==> src/hw/rtl/spq_pkg.sv <==
// Shared types and constants for the strict-priority three-queue scheduler.
package spq_pkg;

	localparam int QUEUE_DEPTH_DEF = 16;
	localparam int ID_COUNT = 256;
	localparam int ENTRY_W = 12;
	localparam int NUM_QUEUES = 3;

	localparam logic [7:0] MAX_RESERVED_RST = 8'd32;
	localparam logic [3:0] HIGHEST_OP_RST = 4'd2;

	typedef enum logic [3:0] {
		OP_ENQUEUE = 4'd0,
		OP_REQUEUE = 4'd1,
		OP_CANCEL = 4'd2,
		OP_TRY_START = 4'd3,
		OP_PICK = 4'd4,
		OP_DRAIN = 4'd5,
		OP_RESERVE = 4'd6,
		OP_RELEASE = 4'd7,
		OP_NOTIFY = 4'd8
	} opcode_t;

	typedef enum logic [2:0] {
		ST_OK = 3'd0,
		ST_INVALID = 3'd1,
		ST_NOT_FOUND = 3'd2,
		ST_RETRY = 3'd3,
		ST_NO_SPACE = 3'd4,
		ST_FULL = 3'd5,
		ST_EMPTY = 3'd6
	} status_t;

	typedef enum logic [1:0] {
		CLS_FOREGROUND = 2'd0,
		CLS_PARITY_READ = 2'd1,
		CLS_PARITY_WRITE = 2'd2,
		CLS_NONE = 2'd3
	} qclass_t;

	typedef enum logic {
		CFG_MAX_RESERVED = 1'b0,
		CFG_HIGHEST_OP = 1'b1
	} cfg_idx_t;

endpackage

==> src/hw/rtl/spq_cmd_if.sv <==
// Command channel carrying one scheduler request per beat.
interface spq_cmd_if;
	logic valid;
	logic ready;
	logic [3:0] opcode;
	logic [7:0] request_id;
	logic [1:0] request_class;
	logic [3:0] request_op;

	modport source(output valid, opcode, request_id, request_class, request_op, input ready);
	modport sink(input valid, opcode, request_id, request_class, request_op, output ready);
endinterface

==> src/hw/rtl/spq_rsp_if.sv <==
// Response channel carrying one scheduler result per beat.
interface spq_rsp_if;
	logic valid;
	logic ready;
	logic [2:0] status;
	logic [7:0] picked_id;
	logic [1:0] picked_class;
	logic [3:0] picked_op;
	logic [63:0] change_count;
	logic [5:0] pending_count;
	logic [7:0] reserved_count;
	logic [5:0] pending_peak;
	logic [63:0] read_over_write_count;

	modport source(output valid, status, picked_id, picked_class, picked_op, change_count,
		pending_count, reserved_count, pending_peak, read_over_write_count, input ready);
	modport sink(input valid, status, picked_id, picked_class, picked_op, change_count,
		pending_count, reserved_count, pending_peak, read_over_write_count, output ready);
endinterface

==> src/hw/rtl/spq_cfg_if.sv <==
// Configuration write channel: one register write per beat.
interface spq_cfg_if;
	logic valid;
	logic ready;
	logic index;
	logic [7:0] data;

	modport source(output valid, index, data, input ready);
	modport sink(input valid, index, data, output ready);
endinterface

==> src/hw/rtl/spq_entry_ram.sv <==
// Queue entry memory with one write port and one registered read port.
module spq_entry_ram #(
	parameter int AW = 6,
	parameter int DEPTH = 48
) (
	input logic clk,
	input logic we,
	input logic [AW-1:0] waddr,
	input logic [spq_pkg::ENTRY_W-1:0] wdata,
	input logic [AW-1:0] raddr,
	output logic [spq_pkg::ENTRY_W-1:0] rdata
);
	import spq_pkg::*;

	logic [ENTRY_W-1:0] mem_q [0:DEPTH-1];
	logic [ENTRY_W-1:0] rdata_q;

	always_ff @(posedge clk) begin
		if (we) begin
			mem_q[waddr] <= wdata;
		end
		rdata_q <= mem_q[raddr];
	end

	assign rdata = rdata_q;
endmodule

==> src/hw/rtl/strict_priority_three_queue_scheduler_core.sv <==
// Top level of the strict-priority three-queue request scheduler.
// One command is in flight at a time; the command channel is ready only when the sequencer idles.
// Enqueue scans queued entries one per cycle for a duplicate id.
// Cancel scans and then compacts the queue one entry per cycle.
// Pick and try start read the head of the highest-priority non-empty queue; a result waits if held.
// Reset clears counters, fills and registers to defaults; entry memory is not cleared.
module strict_priority_three_queue_scheduler_core #(
	parameter int QUEUE_DEPTH = spq_pkg::QUEUE_DEPTH_DEF
) (
	input logic clk,
	input logic arst_n,
	spq_cmd_if.sink cmd,
	spq_rsp_if.source rsp,
	spq_cfg_if.sink cfg
);
	import spq_pkg::*;

	localparam int PW = $clog2(QUEUE_DEPTH);
	localparam int FW = $clog2(QUEUE_DEPTH + 1);
	localparam int NW = $clog2(2 * QUEUE_DEPTH + 1);
	localparam int AW = PW + 2;
	localparam int MemDepth = NUM_QUEUES * (2 ** PW);
	localparam logic [FW-1:0] DepthF = FW'(QUEUE_DEPTH);
	localparam logic [1:0] QNone = 2'd3;

	typedef enum logic [2:0] {
		S_IDLE,
		S_SCAN,
		S_HEAD,
		S_HEADCHK,
		S_SHIFT,
		S_RESP
	} state_t;

	state_t state_q;
	opcode_t opc_q;
	logic [7:0] id_q;
	logic [1:0] cls_q;
	logic [3:0] op_q;
	logic [FW-1:0] fill_q [0:NUM_QUEUES-1];
	logic [NW-1:0] pend_q, peak_q;
	logic [7:0] resv_q, maxr_q;
	logic [3:0] hvo_q;
	logic [63:0] seq_q, row_q;
	logic [1:0] scan_q, tq_q, rq_s1;
	logic [FW-1:0] scan_p_q, sh_q, rp_s1;
	logic rv_s1;
	status_t st_q;
	logic [7:0] pk_id_q;
	logic [1:0] pk_cls_q;
	logic [3:0] pk_op_q;
	logic out_vld_q;
	status_t o_st_q;
	logic [7:0] o_id_q, o_resv_q;
	logic [1:0] o_cls_q;
	logic [3:0] o_op_q;
	logic [63:0] o_seq_q, o_row_q;
	logic [5:0] o_pend_q, o_peak_q;

	logic [ENTRY_W-1:0] rdata, ram_wdata;
	logic [AW-1:0] ram_waddr, ram_raddr;
	logic ram_we;
	logic [FW-1:0] cur_fill, tq_fill, enq_fill, wp;
	logic [1:0] top, ecls;
	logic scan_issue, scan_hit, scan_done, sh_issue, is_enq, enq_ok, bad_enq;
	logic [NW-1:0] pend_n;

	always_comb begin
		cur_fill = (scan_q == QNone) ? '0 : fill_q[scan_q];
		tq_fill = (tq_q == QNone) ? '0 : fill_q[tq_q];
		enq_fill = (cls_q == QNone) ? '0 : fill_q[cls_q];
		scan_issue = (scan_q != QNone) && (scan_p_q < cur_fill);
		scan_hit = rv_s1 && (rdata[ENTRY_W-1:4] == id_q);
		scan_done = !rv_s1 && (scan_q == QNone);
		sh_issue = sh_q < tq_fill;
		is_enq = (opc_q == OP_ENQUEUE) || (opc_q == OP_REQUEUE);
		enq_ok = (state_q == S_SCAN) && scan_done && is_enq && (enq_fill < DepthF);
		wp = rp_s1 - FW'(1);
		pend_n = pend_q + NW'(1);
		if (fill_q[0] != '0) begin
			top = 2'd0;
		end else if (fill_q[1] != '0) begin
			top = 2'd1;
		end else if (fill_q[2] != '0) begin
			top = 2'd2;
		end else begin
			top = QNone;
		end
		ecls = (opcode_t'(cmd.opcode) == OP_REQUEUE) ? CLS_PARITY_READ : cmd.request_class;
		bad_enq = (ecls == CLS_NONE) || (cmd.request_op > hvo_q)
			|| (32'(cmd.request_id) >= ID_COUNT);
	end

	always_comb begin
		ram_we = enq_ok || ((state_q == S_SHIFT) && rv_s1);
		if (state_q == S_SHIFT) begin
			ram_waddr = {tq_q, wp[PW-1:0]};
			ram_wdata = rdata;
		end else begin
			ram_waddr = {cls_q, enq_fill[PW-1:0]};
			ram_wdata = {id_q, op_q};
		end
		case (state_q)
			S_SCAN: ram_raddr = {scan_q, scan_p_q[PW-1:0]};
			S_SHIFT: ram_raddr = {tq_q, sh_q[PW-1:0]};
			default: ram_raddr = {tq_q, PW'(0)};
		endcase
	end

	spq_entry_ram #(
		.AW(AW),
		.DEPTH(MemDepth)
	) u_ram (
		.clk(clk),
		.we(ram_we),
		.waddr(ram_waddr),
		.wdata(ram_wdata),
		.raddr(ram_raddr),
		.rdata(rdata)
	);

	always_ff @(posedge clk or negedge arst_n) begin
		if (!arst_n) begin
			state_q <= S_IDLE;
			opc_q <= OP_NOTIFY;
			id_q <= '0;
			cls_q <= '0;
			op_q <= '0;
			for (int i = 0; i < NUM_QUEUES; i++) begin
				fill_q[i] <= '0;
			end
			pend_q <= '0;
			peak_q <= '0;
			resv_q <= '0;
			maxr_q <= MAX_RESERVED_RST;
			hvo_q <= HIGHEST_OP_RST;
			seq_q <= '0;
			row_q <= '0;
			scan_q <= '0;
			scan_p_q <= '0;
			tq_q <= '0;
			sh_q <= '0;
			rv_s1 <= 1'b0;
			rp_s1 <= '0;
			rq_s1 <= '0;
			st_q <= ST_OK;
			pk_id_q <= '0;
			pk_cls_q <= '0;
			pk_op_q <= '0;
			out_vld_q <= 1'b0;
			o_st_q <= ST_OK;
			o_id_q <= '0;
			o_cls_q <= '0;
			o_op_q <= '0;
			o_seq_q <= '0;
			o_pend_q <= '0;
			o_resv_q <= '0;
			o_peak_q <= '0;
			o_row_q <= '0;
		end else begin
			if (cfg.valid) begin
				unique case (cfg_idx_t'(cfg.index))
					CFG_MAX_RESERVED: maxr_q <= cfg.data;
					CFG_HIGHEST_OP: hvo_q <= cfg.data[3:0];
				endcase
			end
			if (rsp.ready) begin
				out_vld_q <= 1'b0;
			end
			unique case (state_q)
				S_IDLE: begin
					if (cmd.valid) begin
						opc_q <= opcode_t'(cmd.opcode);
						id_q <= cmd.request_id;
						cls_q <= ecls;
						op_q <= cmd.request_op;
						st_q <= ST_OK;
						pk_id_q <= '0;
						pk_cls_q <= '0;
						pk_op_q <= '0;
						rv_s1 <= 1'b0;
						scan_q <= '0;
						scan_p_q <= '0;
						state_q <= S_RESP;
						case (opcode_t'(cmd.opcode))
							OP_ENQUEUE, OP_REQUEUE: begin
								if (bad_enq) begin
									st_q <= ST_INVALID;
								end else begin
									state_q <= S_SCAN;
								end
							end
							OP_CANCEL: state_q <= S_SCAN;
							OP_TRY_START, OP_PICK: begin
								if (top == QNone) begin
									st_q <= (opcode_t'(cmd.opcode) == OP_PICK) ? ST_EMPTY
										: ST_RETRY;
								end else begin
									tq_q <= top;
									state_q <= S_HEAD;
								end
							end
							OP_DRAIN: begin
								for (int i = 0; i < NUM_QUEUES; i++) begin
									fill_q[i] <= '0;
								end
								pend_q <= '0;
								seq_q <= seq_q + 64'd1;
							end
							OP_RESERVE: begin
								if (resv_q >= maxr_q) begin
									st_q <= ST_NO_SPACE;
								end else begin
									resv_q <= resv_q + 8'd1;
								end
							end
							OP_RELEASE: begin
								if (resv_q != '0) begin
									resv_q <= resv_q - 8'd1;
								end
							end
							OP_NOTIFY: seq_q <= seq_q + 64'd1;
							default: st_q <= ST_INVALID;
						endcase
					end
				end
				S_SCAN: begin
					rv_s1 <= scan_issue;
					rp_s1 <= scan_p_q;
					rq_s1 <= scan_q;
					if (scan_issue) begin
						if (scan_p_q + FW'(1) >= cur_fill) begin
							scan_q <= scan_q + 2'd1;
							scan_p_q <= '0;
						end else begin
							scan_p_q <= scan_p_q + FW'(1);
						end
					end else if (scan_q != QNone) begin
						scan_q <= scan_q + 2'd1;
						scan_p_q <= '0;
					end
					if (scan_hit) begin
						if (is_enq) begin
							st_q <= ST_INVALID;
							state_q <= S_RESP;
						end else begin
							tq_q <= rq_s1;
							sh_q <= rp_s1 + FW'(1);
							rv_s1 <= 1'b0;
							state_q <= S_SHIFT;
						end
					end else if (scan_done) begin
						state_q <= S_RESP;
						if (!is_enq) begin
							st_q <= ST_NOT_FOUND;
						end else if (!enq_ok) begin
							st_q <= ST_FULL;
						end else begin
							fill_q[cls_q] <= enq_fill + FW'(1);
							if (cls_q != CLS_FOREGROUND) begin
								pend_q <= pend_n;
								if (pend_n > peak_q) begin
									peak_q <= pend_n;
								end
							end
							seq_q <= seq_q + 64'd1;
						end
					end
				end
				S_HEAD: state_q <= S_HEADCHK;
				S_HEADCHK: begin
					sh_q <= FW'(1);
					rv_s1 <= 1'b0;
					if (opc_q == OP_PICK) begin
						pk_id_q <= rdata[ENTRY_W-1:4];
						pk_op_q <= rdata[3:0];
						pk_cls_q <= tq_q;
						state_q <= S_SHIFT;
					end else if (rdata[ENTRY_W-1:4] == id_q) begin
						state_q <= S_SHIFT;
					end else begin
						st_q <= ST_RETRY;
						if ((tq_q == CLS_PARITY_READ) && (cls_q == CLS_PARITY_WRITE)) begin
							row_q <= row_q + 64'd1;
						end
						state_q <= S_RESP;
					end
				end
				S_SHIFT: begin
					rv_s1 <= sh_issue;
					rp_s1 <= sh_q;
					if (sh_issue) begin
						sh_q <= sh_q + FW'(1);
					end else if (!rv_s1) begin
						fill_q[tq_q] <= tq_fill - FW'(1);
						if ((tq_q != CLS_FOREGROUND) && (pend_q != '0)) begin
							pend_q <= pend_q - NW'(1);
						end
						seq_q <= seq_q + 64'd1;
						state_q <= S_RESP;
					end
				end
				S_RESP: begin
					if (!out_vld_q || rsp.ready) begin
						out_vld_q <= 1'b1;
						o_st_q <= st_q;
						o_id_q <= pk_id_q;
						o_cls_q <= pk_cls_q;
						o_op_q <= pk_op_q;
						o_seq_q <= seq_q;
						o_pend_q <= 6'(pend_q);
						o_resv_q <= resv_q;
						o_peak_q <= 6'(peak_q);
						o_row_q <= row_q;
						state_q <= S_IDLE;
					end
				end
				default: state_q <= S_IDLE;
			endcase
		end
	end

	assign cmd.ready = (state_q == S_IDLE);
	assign cfg.ready = 1'b1;
	assign rsp.valid = out_vld_q;
	assign rsp.status = o_st_q;
	assign rsp.picked_id = o_id_q;
	assign rsp.picked_class = o_cls_q;
	assign rsp.picked_op = o_op_q;
	assign rsp.change_count = o_seq_q;
	assign rsp.pending_count = o_pend_q;
	assign rsp.reserved_count = o_resv_q;
	assign rsp.pending_peak = o_peak_q;
	assign rsp.read_over_write_count = o_row_q;

	// The parity pending count always equals the parity queue fills.
	a_pend_fill: assert property (@(posedge clk) disable iff (!arst_n)
		pend_q == NW'(fill_q[1]) + NW'(fill_q[2]))
		else $error("pending count disagrees with parity queue fills");

	a_peak: assert property (@(posedge clk) disable iff (!arst_n) peak_q >= pend_q)
		else $error("pending peak below pending count");

	a_fill: assert property (@(posedge clk) disable iff (!arst_n)
		fill_q[0] <= DepthF && fill_q[1] <= DepthF && fill_q[2] <= DepthF)
		else $error("queue fill beyond depth");

	a_seq_step: assert property (@(posedge clk) disable iff (!arst_n)
		seq_q != $past(seq_q) |-> seq_q == $past(seq_q) + 64'd1)
		else $error("change sequence advanced by more than one");

	a_rsp_src: assert property (@(posedge clk) disable iff (!arst_n)
		$rose(out_vld_q) |-> $past(state_q == S_RESP))
		else $error("response raised outside the response state");
endmodule

==> src/flat_wrapper.sv <==
// flat-port wrapper written by rule: the top's interface ports become plain ports
module strict_priority_three_queue_scheduler_core_flat import spq_pkg::*;
#(
	parameter int QUEUE_DEPTH = spq_pkg::QUEUE_DEPTH_DEF
)
  (clk, arst_n, cmd_valid, cmd_opcode, cmd_request_id, cmd_request_class, cmd_request_op, cmd_ready, rsp_valid, rsp_status, rsp_picked_id, rsp_picked_class, rsp_picked_op, rsp_change_count, rsp_pending_count, rsp_reserved_count, rsp_pending_peak, rsp_read_over_write_count, rsp_ready, cfg_valid, cfg_index, cfg_data, cfg_ready);
  spq_cmd_if cmd_i ();
  spq_rsp_if rsp_i ();
  spq_cfg_if cfg_i ();
  input logic clk;
  input logic arst_n;
  input wire logic [$bits(cmd_i.valid)-1:0] cmd_valid;
  input wire logic [$bits(cmd_i.opcode)-1:0] cmd_opcode;
  input wire logic [$bits(cmd_i.request_id)-1:0] cmd_request_id;
  input wire logic [$bits(cmd_i.request_class)-1:0] cmd_request_class;
  input wire logic [$bits(cmd_i.request_op)-1:0] cmd_request_op;
  output wire logic [$bits(cmd_i.ready)-1:0] cmd_ready;
  output wire logic [$bits(rsp_i.valid)-1:0] rsp_valid;
  output wire logic [$bits(rsp_i.status)-1:0] rsp_status;
  output wire logic [$bits(rsp_i.picked_id)-1:0] rsp_picked_id;
  output wire logic [$bits(rsp_i.picked_class)-1:0] rsp_picked_class;
  output wire logic [$bits(rsp_i.picked_op)-1:0] rsp_picked_op;
  output wire logic [$bits(rsp_i.change_count)-1:0] rsp_change_count;
  output wire logic [$bits(rsp_i.pending_count)-1:0] rsp_pending_count;
  output wire logic [$bits(rsp_i.reserved_count)-1:0] rsp_reserved_count;
  output wire logic [$bits(rsp_i.pending_peak)-1:0] rsp_pending_peak;
  output wire logic [$bits(rsp_i.read_over_write_count)-1:0] rsp_read_over_write_count;
  input wire logic [$bits(rsp_i.ready)-1:0] rsp_ready;
  input wire logic [$bits(cfg_i.valid)-1:0] cfg_valid;
  input wire logic [$bits(cfg_i.index)-1:0] cfg_index;
  input wire logic [$bits(cfg_i.data)-1:0] cfg_data;
  output wire logic [$bits(cfg_i.ready)-1:0] cfg_ready;
  assign cmd_i.valid = cmd_valid;
  assign cmd_i.opcode = cmd_opcode;
  assign cmd_i.request_id = cmd_request_id;
  assign cmd_i.request_class = cmd_request_class;
  assign cmd_i.request_op = cmd_request_op;
  assign cmd_ready = cmd_i.ready;
  assign rsp_valid = rsp_i.valid;
  assign rsp_status = rsp_i.status;
  assign rsp_picked_id = rsp_i.picked_id;
  assign rsp_picked_class = rsp_i.picked_class;
  assign rsp_picked_op = rsp_i.picked_op;
  assign rsp_change_count = rsp_i.change_count;
  assign rsp_pending_count = rsp_i.pending_count;
  assign rsp_reserved_count = rsp_i.reserved_count;
  assign rsp_pending_peak = rsp_i.pending_peak;
  assign rsp_read_over_write_count = rsp_i.read_over_write_count;
  assign rsp_i.ready = rsp_ready;
  assign cfg_i.valid = cfg_valid;
  assign cfg_i.index = cfg_index;
  assign cfg_i.data = cfg_data;
  assign cfg_ready = cfg_i.ready;
  strict_priority_three_queue_scheduler_core #(.QUEUE_DEPTH(QUEUE_DEPTH)) u_core (.clk(clk), .arst_n(arst_n), .cmd(cmd_i), .rsp(rsp_i), .cfg(cfg_i));
endmodule
==> config.mk <==
export PLATFORM = sky130hd
export DESIGN_NAME = strict_priority_three_queue_scheduler_core_flat
export DESIGN_NICKNAME = d
export VERILOG_FILES = /design/src/hw/rtl/spq_pkg.sv /design/src/hw/rtl/spq_cmd_if.sv /design/src/hw/rtl/spq_rsp_if.sv /design/src/hw/rtl/spq_cfg_if.sv /design/src/hw/rtl/spq_entry_ram.sv /design/src/hw/rtl/strict_priority_three_queue_scheduler_core.sv /design/src/flat_wrapper.sv
export SDC_FILE = /design/constraint.sdc
export NUM_CORES = 1
export LEC_CHECK = 0
export BUFFER_PORTS_ARGS = -buffer_cell sky130_fd_sc_hd__clkbuf_2
export CORE_UTILIZATION = 30
export DETAILED_ROUTE_END_ITERATION = 12
export PLACE_DENSITY_LB_ADDON = 0.25
export SKIP_LAST_GASP = 1
export SLEW_MARGIN = 20
export SYNTH_ARGS = -nofsm -noshare
export SYNTH_HDL_FRONTEND = slang
export SYNTH_SLANG_ARGS = --single-unit
export TNS_END_PERCENT = 30
==> constraint.sdc <==
create_clock -name clk -period 9.65 [get_ports clk]
set_input_delay 1.4475 -clock clk [delete_from_list [all_inputs] [get_ports clk]]
set_output_delay 1.4475 -clock clk [all_outputs]
set_load 0.02 [all_outputs]
# Word-level counts from Yosys, hierarchy flattened
# Memories as Yosys holds them, arrays and structs flattened. A register that Yosys moved wholly into a read port is not among the register bits.
# Cells that the tools add are included.
# classes
addsub	13
muxes	122
n_reduce_logical	57
order_cmp	12
bitwise_logic	7
n_eq_ne	51
# op_table
cell	count
$mux W64	8
$pmux W64 S3	1
$add A64 B1 Y64 const B	2
$mux W15	8
$mux W5	18
$mux W6	11
$mux W3	20
$pmux W15 S3	1
$mux W8	4
$pmux W8 S2	2
$bmux W5 S2	3
$bwmux W15	2
$mux W2	13
$ne A2 B2 Y1 const B	13
$add A5 B1 Y5 const B	4
$demux W5 S2	2
$eq A4 B3 Y1 const B	5
$ne A2 B1 Y1 const B	10
$pmux W5 S2	2
$pmux W3 S3	2
$pmux W3 S6	1
$pmux W6 S3	1
$reduce_and A9 Y1	2
$pmux W5 S3	1
other kinds (58)	126
# word_totals
wordCells	299
inputBits	32
n_memories	1
mem_bits_rw	576
ff_bits	401
# memory_table
memory	words	word_bits	rd	rd_ports_with_merged_regs	wr	line_no	rtl
u_core.u_ram.mem_q	48	12	1	1	1	spq_entry_ram.sv:15	logic [ENTRY_W-1:0] mem_q [0:DEPTH-1];

# Depth between registers and ports, before layout
# depth
word_depth	12
ltp_mapped	15
depth_no_buf	12

# Hierarchy
# From an unflattened synthesis, not the netlist that was laid out.
# hier_totals
hier_cells	2922
area_unflattened_um2	42390.7
# modules_own_cells
mod	n_inst	cells_per_inst	area_per_inst_um2	seq_area_each_um2
spq_entry_ram	1	1142	22874.4	17536.8
strict_priority_three_queue_scheduler_core	1	1780	19516.2	10038.4

# Least setup slack after synthesis
# OpenSTA, ideal clock, no wires.
# synth_timing
path_type	input port to flip-flop
from	input port cmd_opcode[2]
to	register u_core.resv_q[7]
t_arrival_ps	3466
t_required_ps	9527
cell_stages	12
setup_ps	123
path_buffers	1
setup_slack_ps	6061
path_cell_list	buf_2 -> nor2b_1 -> nand3_1 -> inv_1 -> ha_1 -> a21o_1 -> a21oi_1 -> o21ai_0 -> o41ai_1 -> xnor2_1 -> nand2_1 -> xnor2_1
# synth_via
elab_chain_len	3
elab_cells_between_ends	7
classes_between	eq/ne: 4; mux: 1; reduce/logical: 2
# synth_rtl
element	line_no	rtl
start: declaration	flat_wrapper.sv:13	input wire logic [$bits(cmd_i.opcode)-1:0] cmd_opcode;
$eq A4 B3 Y1	strict_priority_three_queue_scheduler_core.sv:185	case (opcode_t'(cmd.opcode))
$ne A2 B1 Y1 (no line), or another cell as far along	-	
$reduce_and A5 Y1 (no line)	-	
end signal: assignment	strict_priority_three_queue_scheduler_core.sv:214	resv_q <= resv_q + 8'd1;
end signal: assignment	strict_priority_three_queue_scheduler_core.sv:219	resv_q <= resv_q - 8'd1;
end: declaration	strict_priority_three_queue_scheduler_core.sv:42	logic [7:0] resv_q, maxr_q;
# Parallel ways exist; a longest one is shown, timed or not.
# A chain may end at the register's enable or synchronous reset.

# Worst setup path in the final report
# layout_timing
from	register u_core.tq_q[0]
to	register u_core.fill_q[3] in the netlist's numbering
# layout_via
elab_chain_len	10
elab_cells_between_ends	19
classes_between	add/sub: 1; order compare: 3; eq/ne: 2; mux: 10; bitwise: 1; reduce/logical: 2
# layout_rtl
element	line_no	rtl
start: declaration	strict_priority_three_queue_scheduler_core.sv:45	logic [1:0] scan_q, tq_q, rq_s1;
start signal: assignment	strict_priority_three_queue_scheduler_core.sv:199	tq_q <= top;
start signal: assignment	strict_priority_three_queue_scheduler_core.sv:247	tq_q <= rq_s1;
$not A2 Y3 (not written as such)	strict_priority_three_queue_scheduler_core.sv:70, strict_priority_three_queue_scheduler_core.sv:295	
$bmux W5 S2	strict_priority_three_queue_scheduler_core.sv:70	tq_fill = (tq_q == QNone) ? '0 : fill_q[tq_q];
$mux W5 (not written as such) (2 in a row)	strict_priority_three_queue_scheduler_core.sv:70	
$mux W5	strict_priority_three_queue_scheduler_core.sv:70	
$sub A5 B1 Y5	strict_priority_three_queue_scheduler_core.sv:295	fill_q[tq_q] <= tq_fill - FW'(1);
$bwmux W15	strict_priority_three_queue_scheduler_core.sv:295	
$mux W15	strict_priority_three_queue_scheduler_core.sv:294	end else if (!rv_s1) begin
$mux W15	strict_priority_three_queue_scheduler_core.sv:292	if (sh_issue) begin
$pmux W15 S3	strict_priority_three_queue_scheduler_core.sv:170	unique case (state_q)
end signal: indexed assignment	strict_priority_three_queue_scheduler_core.sv:259	fill_q[cls_q] <= enq_fill + FW'(1);
end signal: indexed assignment	strict_priority_three_queue_scheduler_core.sv:295	
end: declaration	strict_priority_three_queue_scheduler_core.sv:40	logic [FW-1:0] fill_q [0:NUM_QUEUES-1];
# Parallel ways exist; a longest one is shown, timed or not. The select of a mux whose other input is x is not followed.

==> impl_metrics.yaml <==
place:
  portBuffers: 198
  hpwl_mm: 74.84
  gp_congestion: 0.8173
worst_setup_path:
  setup.worst_path.start: "u_core.tq_q[0]$_DFFE_PN0P_"
  crit_path_max_fanout: 20
  reg2reg_slack_ns: 5.05
  end_kind: "register"
  cp.required_ns: 10.23
  start_kind: "register"
  reg2reg_depth: 9
  worstReg2RegStart: "u_core.tq_q[0]$_DFFE_PN0P_"
  critPathKind: "register to register"
  worstPathArrival_ns: 5.19
  r2r-end: "u_core.fill_q[3]$_DFFE_PN0P_"
synthesis:
  syn_area_per_cell_sq_um: 12.89
  ys_seq_elements: 989
  synth_top_area_share_pct: 40.85
  synthesis.area_sq_um: 42340
  synth_edf_count: 576
  synth.area.top_cells: "edfxtp_1 41%, dfrtp_1 24%, mux2_2 5.3%"
  netlist_instances: 3285
  async_flop_share_pct: 40.55
  synth_top_cell_by_area: "edfxtp_1"
  synth.distinct_cells: 90
  synth_fp_nets: 3367
  synthFlopType: "edfxtp_1"
  ys_seq_area_share_pct: 65.13
  yosysWarnings: 0
timing:
  slew_headroom_pct: 22.37
  finalSetupTns_ns: 0
  drv_slew: 0
  fmax_ghz: 0.2172
  post-route-min-period_ns: 4.603
  grt_setup_unrepaired: "false"
  hold_violations: 0
  tightest_slew_ns: 1.164
  period_share_pct: 47.70
  setup_viol: 0
  fin_hold_ws_ns: 0.4713
  fin_worst_skew_ns: 0.05385
grt:
  grt_pass1_vias: 25940
  track_usage_pct: 16.30
  grt_pass1_wl_mm: 174.7
  grt_antenna_before_repair: 1
  overflow: 0
  grt_max_degree: 169
power:
  p_per_area_nw_per_um2: 285.1
  seq_power_share_pct: 41.1
  leakage_nw: 19.15
  pwr-share-clk_pct: 28.9
  comb_power_share_pct: 29.9
  switching_share_pct: 36.25
  p_switching_mw: 5.059
  ir_drop_uv: 194.4
  p_int_mw: 8.897
routing:
  firstDrtPassIters: 6
  drc: 0
  num_vias: 26770
  ant_nets: 0
  viasPerCell: 4.916
  wire_per_inst_microns: 21.59
  routed_wl_mm: 117.6
  drt_iter0_drc: 2030
floorplanning:
  core-area_sq_um: 139700
  rows: 137
  die_area_sq_um: 142600
  io_pins: 200
  die_x_microns: 377.7
  start_util_pct: 30.31
  die_h_microns: 377.7
layout:
  final_common_cell: "edfxtp_1"
  final_cell_mix: "576 x edfxtp_1, 470 x nand2_1, 398 x dfrtp_1"
  drive_gt1_share_pct: 19.28
  antennaDiodeCount: 0
  syn_to_final_growth_pct: 15.63
  final_net_count: 3560
run:
  cap_viol_max_count: 0
worst_hold_path:
  worstHoldEndpoint: "u_core.seq_q[63]$_DFFE_PN0P_"
  hp-class: "register to register"
  holdPathStages: 1
  hold_start: "u_core.seq_q[63]$_DFFE_PN0P_"
clock_tree:
  cts.clk_slew.worst_paths_ns: 0.06
  cts_buffers: 106
  root_buffer: "clkbuf_16"
  cts_resized: 0
  clock_path_buffers: 3
  clkLatencyLatePin_ns: 0.73
  hold_buffers: 0
  postCtsSetupBuffers: 0
  htreeDepth: 3
  cts.sinks: 989
  cts_tree: "built"
outcome:
  outcome: "complete, no violations"
[routing by layer]
layer  vias to the layer above  wire length [microns]  share of wire (%)  global-route usage, %
met2                       707                  54900                 47                  26.16
li1                      12390                      -                  -                      -
met5                         -                     13              0.011                      0
met1                     13530                  53770                 46                  22.59
met3                       140                   6282                5.3                  2.604
met4                         2                   2590                2.2                  4.786
[power by group through the flow]
stage,Sequential [mW],Clock (mW),Combinational (mW)
global placement,5.83,0,4.17
finish,5.74,4.04,4.17
detailed placement,5.83,0,4.20
global route,5.78,4.29,4.52
CTS,5.74,4.15,4.21
floorplan,5.65,0,2.71
[synthesized netlist by cell type, types with 22 or more instances]
cell,n
edfxtp_1,576
nand2_1,483
dfrtp_1,398
nor2_1,220
mux2_2,198
nand3_1,173
mux2i_1,158
xnor2_1,95
clkbuf_1,90
o21ai_0,82
nand4_1,68
xor2_1,63
buf_2,60
and3_1,50
ha_1,49
a21oi_1,45
inv_1,45
o2111ai_1,37
o22ai_1,30
a31oi_1,25
and2_1,22
nor2b_1,22
nor3_1,22
[worst max path at each step]
stage | cells past startpoint | slack (ns) | endpoint
after global placement | 9 | 5.17 | u_core.u_ram.rdata[4]$_DFF_P_
after detailed placement | 9 | 5.07 | u_core.u_ram.rdata[5]$_DFF_P_
final | 9 | 5.05 | u_core.fill_q[3]$_DFFE_PN0P_
after CTS | 9 | 5.04 | u_core.u_ram.rdata[5]$_DFF_P_
after global routing | 10 | 4.78 | u_core.seq_q[43]$_DFFE_PN0P_
after floorplan | 12 | 6.06 | u_core.resv_q[7]$_DFFE_PN0P_
[metrics by stage]
| stage | power [mW] | area, sq um | setup slack (ns) | util (%) | cells |
|---|---|---|---|---|---|
| 6_report | 13.96 | 48960 | 5.047 | 35.04 | 5445 |
| 5_1_grt | 14.59 | 48960 | 4.783 | 35.04 | 5445 |
| 4_1_cts | 14.10 | 48940 | 5.037 | 35.03 | 5445 |
| 3_5_place_dp | 10.02 | 45510 | 5.072 | 32.58 | 5246 |
| 3_3_place_gp | 9.999 | 45500 | 5.165 | 32.57 | 5246 |
| 2_1_floorplan | 8.365 | 42340 | 6.061 | - | 3285 |
[cell families after synthesis]
family	synth area share [%]
xor+xnor	3.268
simple gates	12.70
other cells	0.008857
mux	9.001
compound gates	6.105
buf+inv	2.299
flops	65.13
fa+ha+maj	1.495
[critical path, cell delays in order (launching register included)]
cell       delay [ns]
dfrtp_1          0.79
nor2b_1          0.74
a21oi_1          0.27
ha_1             0.34
o311a_1          0.19
o2111ai_2        0.30
a21oi_2          0.79
o21ai_0          0.36
o21bai_1         0.29
a221o_1          0.38
[flip-flops by register name, indices dropped and copies added, names as in the netlist, 12 cells and up]
name / count
u_core.u_ram.rdata: 12
u_core.row_q: 64
u_core.seq_q: 64
u_core.fill_q: 15
u_core.u_ram.mem_q: 576
u_core.rsp.change_count: 64
u_core.rsp.read_over_write_count: 64
[final cells by class]
cell class	instances	area (sq um)
repair buffers	260	1479
flip-flops and latches	989	27580
fillers	13640	90750
multi-input cells	2075	13950
clock inverters	54	509.2
clock buffers	145	2922
inverters	46	172.7
well taps	1876	2347
Note: power is estimated with default switching activity, not from simulation.
